`src/hw/rtl/ascm_pkg.sv`:
```
// Shared types, constants and tier tables for the allocation size-class mapper.
`timescale 1ns / 1ps

package ascm_pkg;

   // Field widths of the request and result beats.
   localparam int unsigned REQ_W      = 32;
   localparam int unsigned SIZE_W     = 19;
   localparam int unsigned BUCKET_W   = 8;
   localparam int unsigned BATCH_W    = 10;
   localparam int unsigned PAGES_W    = 7;
   localparam int unsigned STATUS_W   = 2;
   localparam int unsigned RSP_DATA_W = 48;

   // Divider row: one quotient bit per cell. The quotient only matters below 512.
   localparam int unsigned QUO_BITS = 9;
   localparam int unsigned TRIAL_W  = SIZE_W + QUO_BITS;
   localparam int unsigned PROD_W   = SIZE_W + BATCH_W;

   localparam int unsigned PAGE_BITS = 13;

   localparam logic [SIZE_W-1:0]  MAX_BYTES        = 19'd262144;
   // Sizes at or below this get the full batch without looking at the quotient.
   localparam logic [SIZE_W-1:0]  BATCH_DIRECT_TOP = 19'd512;
   localparam logic [BATCH_W-1:0] BATCH_MIN        = 10'd2;
   localparam logic [BATCH_W-1:0] BATCH_MAX        = 10'd512;

   // First bucket of each tier, from the per-tier class counts.
   localparam logic [BUCKET_W-1:0] CLASSES_TIER0 = 8'd16;
   localparam logic [BUCKET_W-1:0] CLASSES_TIER1 = 8'd56;
   localparam logic [BUCKET_W-1:0] CLASSES_TIER2 = 8'd56;
   localparam logic [BUCKET_W-1:0] CLASSES_TIER3 = 8'd56;
   localparam logic [BUCKET_W-1:0] FIRST_TIER1   = CLASSES_TIER0;
   localparam logic [BUCKET_W-1:0] FIRST_TIER2   = FIRST_TIER1 + CLASSES_TIER1;
   localparam logic [BUCKET_W-1:0] FIRST_TIER3   = FIRST_TIER2 + CLASSES_TIER2;
   localparam logic [BUCKET_W-1:0] FIRST_TIER4   = FIRST_TIER3 + CLASSES_TIER3;

   typedef enum logic [STATUS_W-1:0] {
      STATUS_OK      = 2'd0,
      STATUS_ZERO    = 2'd1,
      STATUS_TOO_BIG = 2'd2
   } status_type;

   typedef enum logic [2:0] {
      TIER_8B    = 3'd0,
      TIER_16B   = 3'd1,
      TIER_128B  = 3'd2,
      TIER_1K    = 3'd3,
      TIER_8K    = 3'd4
   } tier_type;

   // What travels with an item down the row of cells.
   typedef struct packed {
      logic [SIZE_W-1:0]   size;
      logic [SIZE_W-1:0]   aligned;
      logic [BUCKET_W-1:0] bucket;
      status_type          status;
   } item_type;

   // Partial remainder and quotient of the batch division.
   typedef struct packed {
      logic [SIZE_W-1:0]   rem;
      logic [QUO_BITS-1:0] quo;
   } div_type;

   // Largest size that falls into a tier.
   function automatic logic [SIZE_W-1:0] tier_top(tier_type t);
      logic [SIZE_W-1:0] top;
      unique case (t)
         TIER_8B:   top = 19'd128;
         TIER_16B:  top = 19'd1024;
         TIER_128B: top = 19'd8192;
         TIER_1K:   top = 19'd65536;
         TIER_8K:   top = MAX_BYTES;
         default:   top = MAX_BYTES;
      endcase
      return top;
   endfunction

   // log2 of the tier alignment.
   function automatic logic [3:0] tier_shift(tier_type t);
      logic [3:0] sh;
      unique case (t)
         TIER_8B:   sh = 4'd3;
         TIER_16B:  sh = 4'd4;
         TIER_128B: sh = 4'd7;
         TIER_1K:   sh = 4'd10;
         TIER_8K:   sh = 4'd13;
         default:   sh = 4'd13;
      endcase
      return sh;
   endfunction

   // Byte size at which a tier starts counting its classes.
   function automatic logic [SIZE_W-1:0] tier_base(tier_type t);
      logic [SIZE_W-1:0] base;
      unique case (t)
         TIER_8B:   base = 19'd0;
         TIER_16B:  base = 19'd128;
         TIER_128B: base = 19'd1024;
         TIER_1K:   base = 19'd8192;
         TIER_8K:   base = 19'd65536;
         default:   base = 19'd65536;
      endcase
      return base;
   endfunction

   function automatic logic [BUCKET_W-1:0] tier_first(tier_type t);
      logic [BUCKET_W-1:0] first;
      unique case (t)
         TIER_8B:   first = '0;
         TIER_16B:  first = FIRST_TIER1;
         TIER_128B: first = FIRST_TIER2;
         TIER_1K:   first = FIRST_TIER3;
         TIER_8K:   first = FIRST_TIER4;
         default:   first = FIRST_TIER4;
      endcase
      return first;
   endfunction

endpackage

```
`src/hw/rtl/ascm_front.sv`:
```
// Entry cell: status check, tier selection, aligned size and bucket index.
`timescale 1ns / 1ps

module ascm_front (
   input  logic                         clock,
   input  logic                         reset,
   input  logic                         in_valid,
   output logic                         in_ready,
   input  logic [ascm_pkg::REQ_W-1:0]   in_size,
   output logic                         out_valid,
   input  logic                         out_ready,
   output ascm_pkg::item_type           out_item
);

   logic                                valid_ff;
   logic                                valid_in;
   ascm_pkg::item_type                  item_ff;
   ascm_pkg::item_type                  item_in;
   ascm_pkg::tier_type                  tier;
   logic [ascm_pkg::SIZE_W-1:0]         size;
   logic [ascm_pkg::SIZE_W-1:0]         mask;
   logic [ascm_pkg::SIZE_W-1:0]         aligned;
   logic [ascm_pkg::SIZE_W-1:0]         rel;
   logic [3:0]                          sh;

   assign in_ready = !valid_ff || out_ready;
   assign valid_in = in_ready ? in_valid : valid_ff;

   always_comb begin
      size = in_size[ascm_pkg::SIZE_W-1:0];

      priority if (size <= ascm_pkg::tier_top(ascm_pkg::TIER_8B)) begin
         tier = ascm_pkg::TIER_8B;
      end else if (size <= ascm_pkg::tier_top(ascm_pkg::TIER_16B)) begin
         tier = ascm_pkg::TIER_16B;
      end else if (size <= ascm_pkg::tier_top(ascm_pkg::TIER_128B)) begin
         tier = ascm_pkg::TIER_128B;
      end else if (size <= ascm_pkg::tier_top(ascm_pkg::TIER_1K)) begin
         tier = ascm_pkg::TIER_1K;
      end else begin
         tier = ascm_pkg::TIER_8K;
      end

      sh      = ascm_pkg::tier_shift(tier);
      mask    = (ascm_pkg::SIZE_W'(1) << sh) - ascm_pkg::SIZE_W'(1);
      aligned = (size + mask) & ~mask;
      // The tier base is a multiple of the alignment, so the class count
      // within the tier is the aligned offset shifted down.
      rel     = (aligned - ascm_pkg::tier_base(tier)) >> sh;

      item_in.size    = size;
      item_in.aligned = aligned;
      item_in.bucket  = rel[ascm_pkg::BUCKET_W-1:0] + ascm_pkg::tier_first(tier)
                        - ascm_pkg::BUCKET_W'(1);

      priority if (in_size == '0) begin
         item_in.status = ascm_pkg::STATUS_ZERO;
      end else if (in_size > ascm_pkg::REQ_W'(ascm_pkg::MAX_BYTES)) begin
         item_in.status = ascm_pkg::STATUS_TOO_BIG;
      end else begin
         item_in.status = ascm_pkg::STATUS_OK;
      end
   end

   always_ff @(posedge clock) begin
      if (reset) begin
         valid_ff <= 1'b0;
      end else begin
         valid_ff <= valid_in;
      end
   end

   always_ff @(posedge clock) begin
      if (in_valid && in_ready) begin
         item_ff <= item_in;
      end
   end

   assign out_valid = valid_ff;
   assign out_item  = item_ff;

endmodule

```
`src/hw/rtl/ascm_div_cell.sv`:
```
// One cell of the divider row: settles one quotient bit of the batch division.
`timescale 1ns / 1ps

module ascm_div_cell #(
   parameter int unsigned BIT = 0
) (
   input  logic                clock,
   input  logic                reset,
   input  logic                in_valid,
   output logic                in_ready,
   input  ascm_pkg::item_type  in_item,
   input  ascm_pkg::div_type   in_div,
   output logic                out_valid,
   input  logic                out_ready,
   output ascm_pkg::item_type  out_item,
   output ascm_pkg::div_type   out_div
);

   logic                                valid_ff;
   logic                                valid_in;
   ascm_pkg::item_type                  item_ff;
   ascm_pkg::div_type                   div_ff;
   ascm_pkg::div_type                   div_in;
   logic [ascm_pkg::TRIAL_W-1:0]        trial;
   logic [ascm_pkg::TRIAL_W-1:0]        rem_wide;
   logic                                take;

   assign in_ready = !valid_ff || out_ready;
   assign valid_in = in_ready ? in_valid : valid_ff;

   // Restoring step: subtract the shifted divisor when it fits.
   always_comb begin
      trial    = ascm_pkg::TRIAL_W'(in_item.size) << BIT;
      rem_wide = ascm_pkg::TRIAL_W'(in_div.rem);
      take     = rem_wide >= trial;
      div_in   = in_div;
      if (take) begin
         div_in.rem = ascm_pkg::SIZE_W'(rem_wide - trial);
      end
      div_in.quo[BIT] = take;
   end

   always_ff @(posedge clock) begin
      if (reset) begin
         valid_ff <= 1'b0;
      end else begin
         valid_ff <= valid_in;
      end
   end

   always_ff @(posedge clock) begin
      if (in_valid && in_ready) begin
         item_ff <= in_item;
         div_ff  <= div_in;
      end
   end

   assign out_valid = valid_ff;
   assign out_item  = item_ff;
   assign out_div   = div_ff;

endmodule

```
`src/hw/rtl/ascm_span.sv`:
```
// Tail cells: batch clamp and multiply, then span pages and the result register.
`timescale 1ns / 1ps

module ascm_span (
   input  logic                              clock,
   input  logic                              reset,
   input  logic                              in_valid,
   output logic                              in_ready,
   input  ascm_pkg::item_type                in_item,
   input  logic [ascm_pkg::QUO_BITS-1:0]     in_quo,
   output logic                              out_valid,
   input  logic                              out_ready,
   output logic [ascm_pkg::SIZE_W-1:0]       out_aligned,
   output logic [ascm_pkg::BUCKET_W-1:0]     out_bucket,
   output logic [ascm_pkg::BATCH_W-1:0]      out_batch,
   output logic [ascm_pkg::PAGES_W-1:0]      out_pages,
   output ascm_pkg::status_type              out_status
);

   // Multiply stage.
   logic                                mul_valid_ff;
   logic                                mul_valid_in;
   logic                                mul_ready;
   ascm_pkg::item_type                  mul_item_ff;
   logic [ascm_pkg::BATCH_W-1:0]        batch_ff;
   logic [ascm_pkg::BATCH_W-1:0]        batch_in;
   logic [ascm_pkg::PROD_W-1:0]         prod_ff;
   logic [ascm_pkg::PROD_W-1:0]         prod_in;

   // Result stage.
   logic                                rsp_valid_ff;
   logic                                rsp_valid_in;
   logic                                rsp_ready;
   logic [ascm_pkg::SIZE_W-1:0]         aligned_ff;
   logic [ascm_pkg::BUCKET_W-1:0]       bucket_ff;
   logic [ascm_pkg::BATCH_W-1:0]        rsp_batch_ff;
   logic [ascm_pkg::PAGES_W-1:0]        pages_ff;
   logic [ascm_pkg::PAGES_W-1:0]        pages_in;
   ascm_pkg::status_type                status_ff;
   logic [ascm_pkg::PROD_W-1:0]         pages_full;
   logic                                ok;

   assign rsp_ready    = !rsp_valid_ff || out_ready;
   assign mul_ready    = !mul_valid_ff || rsp_ready;
   assign in_ready     = mul_ready;
   assign mul_valid_in = mul_ready ? in_valid : mul_valid_ff;
   assign rsp_valid_in = rsp_ready ? mul_valid_ff : rsp_valid_ff;

   // Small sizes overflow the quotient row but always take the full batch.
   always_comb begin
      priority if (in_item.size <= ascm_pkg::BATCH_DIRECT_TOP) begin
         batch_in = ascm_pkg::BATCH_MAX;
      end else if (ascm_pkg::BATCH_W'(in_quo) < ascm_pkg::BATCH_MIN) begin
         batch_in = ascm_pkg::BATCH_MIN;
      end else begin
         batch_in = ascm_pkg::BATCH_W'(in_quo);
      end
      prod_in = ascm_pkg::PROD_W'(batch_in) * ascm_pkg::PROD_W'(in_item.size);
   end

   always_comb begin
      pages_full = prod_ff >> ascm_pkg::PAGE_BITS;
      ok         = mul_item_ff.status == ascm_pkg::STATUS_OK;
      if (pages_full == '0) begin
         pages_in = ascm_pkg::PAGES_W'(1);
      end else begin
         pages_in = pages_full[ascm_pkg::PAGES_W-1:0];
      end
   end

   always_ff @(posedge clock) begin
      if (reset) begin
         mul_valid_ff <= 1'b0;
         rsp_valid_ff <= 1'b0;
      end else begin
         mul_valid_ff <= mul_valid_in;
         rsp_valid_ff <= rsp_valid_in;
      end
   end

   always_ff @(posedge clock) begin
      if (in_valid && mul_ready) begin
         mul_item_ff <= in_item;
         batch_ff    <= batch_in;
         prod_ff     <= prod_in;
      end
   end

   // Errors report zeros in every field but the status.
   always_ff @(posedge clock) begin
      if (mul_valid_ff && rsp_ready) begin
         aligned_ff   <= ok ? mul_item_ff.aligned : '0;
         bucket_ff    <= ok ? mul_item_ff.bucket : '0;
         rsp_batch_ff <= ok ? batch_ff : '0;
         pages_ff     <= ok ? pages_in : '0;
         status_ff    <= mul_item_ff.status;
      end
   end

   assign out_valid   = rsp_valid_ff;
   assign out_aligned = aligned_ff;
   assign out_bucket  = bucket_ff;
   assign out_batch   = rsp_batch_ff;
   assign out_pages   = pages_ff;
   assign out_status  = status_ff;

endmodule

```
`src/hw/rtl/alloc_size_class_mapper_unit.sv`:
```
// Top level of the allocation size-class mapper: entry cell, divider row, span cells.
`timescale 1ns / 1ps

// Maps one allocation request size per beat to its size class: the size rounded
// up to its tier alignment, the free-list bucket (0 to 207), the refill batch
// count (256K divided by the request size, clamped to 2..512) and the pages per
// span (batch times size over the 8K page, at least 1). A size of zero or above
// 256K returns status 1 or 2 with the other fields zero. The block is a row of
// cells that each hold one item and hand it on every cycle while the next cell
// can take it: one entry cell for the status, tier, alignment and bucket, nine
// divider cells that each settle one quotient bit of the batch division, a cell
// that clamps the batch and multiplies it by the size, and the result register
// that forms the page count. An item passes through these registers in that
// order on its way to the result beat, and a new request beat is taken in every
// cycle while results are taken as fast. When the result side stalls, the row
// keeps filling its empty cells, so requests are still taken until every cell
// holds an item. Reset only empties the cells; no clearing pass is needed.
module alloc_size_class_mapper_unit (
   input  logic                                 clock,
   input  logic                                 reset,
   // Request beat.
   input  logic                                 req_tvalid,
   output logic                                 req_tready,
   input  logic [ascm_pkg::REQ_W-1:0]           req_tdata,   // [31:0] request_size
   // Result beat.
   output logic                                 rsp_tvalid,
   input  logic                                 rsp_tready,
   output logic [ascm_pkg::RSP_DATA_W-1:0]      rsp_tdata,   // [18:0] aligned_size,
                                                             // [26:19] bucket_index,
                                                             // [36:27] batch_count,
                                                             // [43:37] span_pages,
                                                             // [47:44] zero
   output logic [ascm_pkg::STATUS_W-1:0]        rsp_tuser    // [1:0] status
);

   localparam int unsigned PAD_W = ascm_pkg::RSP_DATA_W - ascm_pkg::SIZE_W
                                   - ascm_pkg::BUCKET_W - ascm_pkg::BATCH_W
                                   - ascm_pkg::PAGES_W;

   // Link k feeds divider cell k; link 0 comes from the entry cell.
   logic                   link_valid [ascm_pkg::QUO_BITS+1];
   logic                   link_ready [ascm_pkg::QUO_BITS+1];
   ascm_pkg::item_type     link_item  [ascm_pkg::QUO_BITS+1];
   ascm_pkg::div_type      link_div   [ascm_pkg::QUO_BITS+1];

   logic [ascm_pkg::SIZE_W-1:0]     rsp_aligned;
   logic [ascm_pkg::BUCKET_W-1:0]   rsp_bucket;
   logic [ascm_pkg::BATCH_W-1:0]    rsp_batch;
   logic [ascm_pkg::PAGES_W-1:0]    rsp_pages;
   ascm_pkg::status_type            rsp_status;

   ascm_front u_front (
      .clock     (clock),
      .reset     (reset),
      .in_valid  (req_tvalid),
      .in_ready  (req_tready),
      .in_size   (req_tdata),
      .out_valid (link_valid[0]),
      .out_ready (link_ready[0]),
      .out_item  (link_item[0])
   );

   // The division starts from the full 256K dividend with an empty quotient.
   assign link_div[0].rem = ascm_pkg::MAX_BYTES;
   assign link_div[0].quo = '0;

   for (genvar k = 0; k < ascm_pkg::QUO_BITS; k++) begin : g_div
      ascm_div_cell #(
         .BIT (ascm_pkg::QUO_BITS - 1 - k)
      ) u_cell (
         .clock     (clock),
         .reset     (reset),
         .in_valid  (link_valid[k]),
         .in_ready  (link_ready[k]),
         .in_item   (link_item[k]),
         .in_div    (link_div[k]),
         .out_valid (link_valid[k+1]),
         .out_ready (link_ready[k+1]),
         .out_item  (link_item[k+1]),
         .out_div   (link_div[k+1])
      );
   end

   ascm_span u_span (
      .clock       (clock),
      .reset       (reset),
      .in_valid    (link_valid[ascm_pkg::QUO_BITS]),
      .in_ready    (link_ready[ascm_pkg::QUO_BITS]),
      .in_item     (link_item[ascm_pkg::QUO_BITS]),
      .in_quo      (link_div[ascm_pkg::QUO_BITS].quo),
      .out_valid   (rsp_tvalid),
      .out_ready   (rsp_tready),
      .out_aligned (rsp_aligned),
      .out_bucket  (rsp_bucket),
      .out_batch   (rsp_batch),
      .out_pages   (rsp_pages),
      .out_status  (rsp_status)
   );

   assign rsp_tdata = {{PAD_W{1'b0}}, rsp_pages, rsp_batch, rsp_bucket, rsp_aligned};
   assign rsp_tuser = rsp_status;

endmodule

```
`config.mk`:
```
export PLATFORM = sky130hd
export DESIGN_NAME = alloc_size_class_mapper_unit
export DESIGN_NICKNAME = d
export VERILOG_FILES = /design/src/hw/rtl/ascm_pkg.sv /design/src/hw/rtl/ascm_front.sv /design/src/hw/rtl/ascm_div_cell.sv /design/src/hw/rtl/ascm_span.sv /design/src/hw/rtl/alloc_size_class_mapper_unit.sv
export SDC_FILE = /design/constraint.sdc
export NUM_CORES = 1
export LEC_CHECK = 0
export BUFFER_PORTS_ARGS = -buffer_cell sky130_fd_sc_hd__buf_2
export CORE_UTILIZATION = 45
export DETAILED_ROUTE_END_ITERATION = 10
export GPL_TIMING_DRIVEN = 0
export HOLD_SLACK_MARGIN = 0.15
export PLACE_DENSITY = 0.64
export SLEW_MARGIN = 10
export SYNTH_ARGS = -nofsm -noshare
export SYNTH_HDL_FRONTEND = slang
export SYNTH_SLANG_ARGS = --single-unit
```
`constraint.sdc`:
```
create_clock -name clock -period 26.1 [get_ports clock]
set_input_delay 6.525 -clock clock [delete_from_list [all_inputs] [get_ports clock]]
set_output_delay 6.525 -clock clock [all_outputs]
set_load 0.03 [all_outputs]
```
==> summary.md <==
| Metric | Value |
|---|---|
| Top FF cell, synth | edfxtp_1 |
| Antenna viol nets, final | 0 |
| Setup CP Type | in -> out |
| Final WL | 67.1 mm |
| Outcome | finished clean |
| Final Cycle Share | about three fifths |
| WL/cell | 16.5 µm |
| Syn Inst Count | ~2700 |
| LEAKAGE | between 15 and 20 nW |
| Largest net degree at the start of global routing | between 40 and 50 |
| Share of post-route cells with drive strength above 1 | between 10% and 20% |
| Simple-gate share of the synthesized area | under 10% |
| Sequential power share | between 50% and 60% |
| Max Clk Rate | between 0.06 and 0.07 GHz |
| Later-pin clock latency in the skew report | 0.64 ns |
| H-tree levels | 3 |
| Longest Clk Path Bufs | 3 |
| Core region area | 82100 µm² |
| Crit path arrival time | around 9.2 ns |
| Met2 GRT Util | roughly 30% |
| Detail Placement HPWL | between 50 and 60 mm |
| Final Net Count | 3342 |
| GR peak layer | met2 |
| Leading cell type in the layout, fill and taps excluded | edfxtp_1 |
| TritonCTS Buffers | 79 |
| Critical Path Source Type | primary input |
| Ant. Diodes | 0 |
| CTS tree | yes |
| CTS Hold Bufs | 0 |
| Worst-margin pin slew | 0.970 ns |
| Port Buf Inserts | 83 |
| Syn avg cell area | 13.6 µm² |
| Synth warn | 0 |
| Max-Cap Viols | 0 |
| DRC | 0 |
| Area grow syn2layout | 13.4% |
| Final setup fails | 0 |
| Vias in the first global route | approximately 22000 |
| Hold Path Depth | 0 |
| WP data required | 19.58 ns |
| Postcts setup bufs | 0 |
| Asr flop ratio synth | 0% |
| Adder-cell share of the synthesized area | between 10% and 20% |
| Vias per cell | 5.11 |
| Worst-case vdd ir drop | between 0.04 and 0.05 mV |
| Seq/Total Area, Yosys | roughly 60% |
| Core Util, Final | roughly half |
| Yosys cell types | slightly below 90 |
| CTS Sinks | about 750 |
| Mux cell area share after synthesis | 2.25% |
| RSZ-0062 raised after global routing | no |
| Post-synthesis compound-gate area fraction | approximately 6.7% |
| Initial antenna violation count | 0 |
| Switch Pwr | around 0.57 mW |
| Die span in y | 290 µm |
| I/O pins | 88 |
| Die area | between 80000 and 90000 µm² |
| Worst-path maximum fanout | 7 |
| FF-to-FF End | u_span.prod_ff[28] |
| HP Class | reg -> reg |
| Worst reg2reg startpoint | g_div[8].u_cell.out_item[38] |
| Post-synth EDFFs | roughly 740 |
| Origin of the worst min-delay path | u_front.out_item[11] |
| Post-layout min period | 15.77 ns |
| DR iter-0 viols | 1164 |
| R2R setup slack | between 15 and 20 ns |
| Root Buffer | clkbuf_16 |
| Final hold violation count | 0 |
| PD cells | approximately 63 nW/µm² |
| Hold endpoint | g_div[0].u_cell.out_item[11] |
| Clk pwr share | between 40% and 50% |
| Num rows | approximately 110 |
| DR vias | roughly 21000 |
| Largest family of logic cells by synthesized area | adder cells |
| First-pass GRT wire length | 111 mm |
| Setup Skew | ~0.032 ns |
| Die Width | 290 µm |
| Gpl congestion | around 0.90 |
| Starting density of the core | a little under half |
| Gate power share | between 6 and 7% |
| Reg2reg path depth | 26 |
| Most frequent cells in the layout | edfxtp_1, inv_1, ha_1 |
| Met1 Usage GRT | a little under a fifth |
| First drt pass iteration count | 7 |
| Clk pin slew, worst setup/hold paths | 0.06 ns |
| Worst slew margin | a little over a third |
| Internal power | ~2.1 mW |
| GR Overflow Total | 0 |
| CP Capture Type | primary output |
| Pins Over Slew Limit | 0 |
| Cell Area, Synth | around 37000 µm² |
| GRT met3 Usage | under 10% |
| Sw Ratio | about a fifth |
| XOR/XNOR Fraction of Synth Area | roughly 2.9% |
| Total negative setup slack | 0 ns |
| GRT Overall Usage | about 16% |
| #FFs+latches synth | ~750 |
| Post-cts resize count | 0 |
sequential cells by signal, summed over array words and instances (netlist names):
signal	count
u_span.out_batch	10
g_div.u_cell.out_valid	9
g_div.u_cell.out_div	161
u_span.out_bucket	8
u_span.mul_valid_ff	1
g_div.u_cell.out_item	432
u_front.out_valid	1
u_span.out_pages	7
u_span.out_aligned	19
u_front.out_item	48
u_span.batch_ff	10
u_span.prod_ff	16
u_span.mul_item_ff	29
u_span.out_valid	1
u_span.out_status	2
critical path, cell delays in order:
cell and delay [ns]:
buf_2 0.10, nor2b_1 0.47, nand3_1 0.15, nor2_1 0.32, and2_1 0.37, and3_1 0.30, and2_1 0.15, clkbuf_1 0.43
nand4_1 0.21, buf_2 0.22
synth_stat cells, types with 8 or more instances:
cell type | count | area (µm²)
xnor2_1 | 75 | 657
nor3_1 | 34 | 170
dfxtp_1 | 12 | 240
edfxtp_1 | 742 | 22300
and3_1 | 61 | 382
and2_1 | 83 | 519
a21oi_1 | 94 | 470
mux2i_1 | 11 | 110
a211oi_1 | 8 | 60.1
xor2_1 | 48 | 420
a21boi_0 | 21 | 158
clkbuf_1 | 53 | 199
nor2b_1 | 27 | 169
fa_1 | 141 | 2820
a21o_1 | 44 | 330
nand2b_1 | 16 | 100
o21ai_0 | 81 | 405
ha_1 | 222 | 2780
nand4_1 | 21 | 131
nor4_1 | 23 | 144
a31oi_1 | 16 | 100
inv_1 | 306 | 1150
o21bai_1 | 10 | 75.1
o31ai_1 | 12 | 90.1
mux2_2 | 63 | 709
nor2_1 | 129 | 484
o21a_1 | 21 | 158
or2_2 | 10 | 62.6
nand2_1 | 211 | 792
nand3_1 | 32 | 160
worst max path at each step:
stage | endpoint | slack [ns] | cells after the start | startpoint
3_5_place_dp | req_tready | 10.34 | 10 | rsp_tready
3_3_place_gp | g_div[7].u_cell.out_item[29] | 11.07 | 4 | rsp_tready
4_1_cts | req_tready | 10.30 | 10 | rsp_tready
5_1_grt | req_tready | 10.10 | 10 | rsp_tready
2_1_floorplan | req_tready | 11.51 | 8 | rsp_tready
6_report | req_tready | 10.33 | 10 | rsp_tready
cells by family after synthesis:
kind of cell | count (synthesis)
xor+xnor | 123
mux | 75
other cells | 2
buf+inv | 376
compound gates | 373
fa+ha+maj | 363
simple gates | 675
flops | 754
metrics by stage:
step / setup slack [ns] / hold slack (ns) / std cells / power [mW] / instance area, µm²
2_1_floorplan: 11.51 / 0.400 / 2760 / 1.53 / 37500
3_3_place_gp: 11.07 / 0.400 / 3913 / 1.57 / 39200
3_5_place_dp: 10.34 / 0.405 / 3932 / 1.57 / 39700
4_1_cts: 10.30 / 0.396 / 4075 / 2.71 / 42400
5_1_grt: 10.10 / 0.398 / 4075 / 2.78 / 42400
6_report: 10.33 / 0.397 / 4075 / 2.68 / 42400
per-layer routing:
| layer | wire length, µm | up-vias |
|---|---|---|
| met3 | 2430 | 167 |
| li1 | - | 10175 |
| met2 | 34800 | 433 |
| met1 | 27300 | 10041 |
| met5 | 0 | - |
| met4 | 2570 | 0 |
power by group through the flow:
stage	clock, mW	combinational [mW]	sequential (mW)
2_1_floorplan	0	0.131	1.40
3_3_place_gp	0	0.165	1.40
3_5_place_dp	0	0.172	1.40
4_1_cts	1.16	0.174	1.37
5_1_grt	1.21	0.196	1.38
6_report	1.13	0.172	1.37
layout make-up:
class | count | area [µm²]
Timing Repair Buffer | 102 | 803
Fill cell | 6773 | 39700
Inverter | 310 | 1170
Buffer | 66 | 298
Clock inverter | 56 | 664
Sequential cell | 754 | 22500
Clock buffer | 87 | 2030
Multi-Input combinational cell | 1630 | 13600
Tap cell | 1070 | 1340
Power figures use the tool's default switching activity.
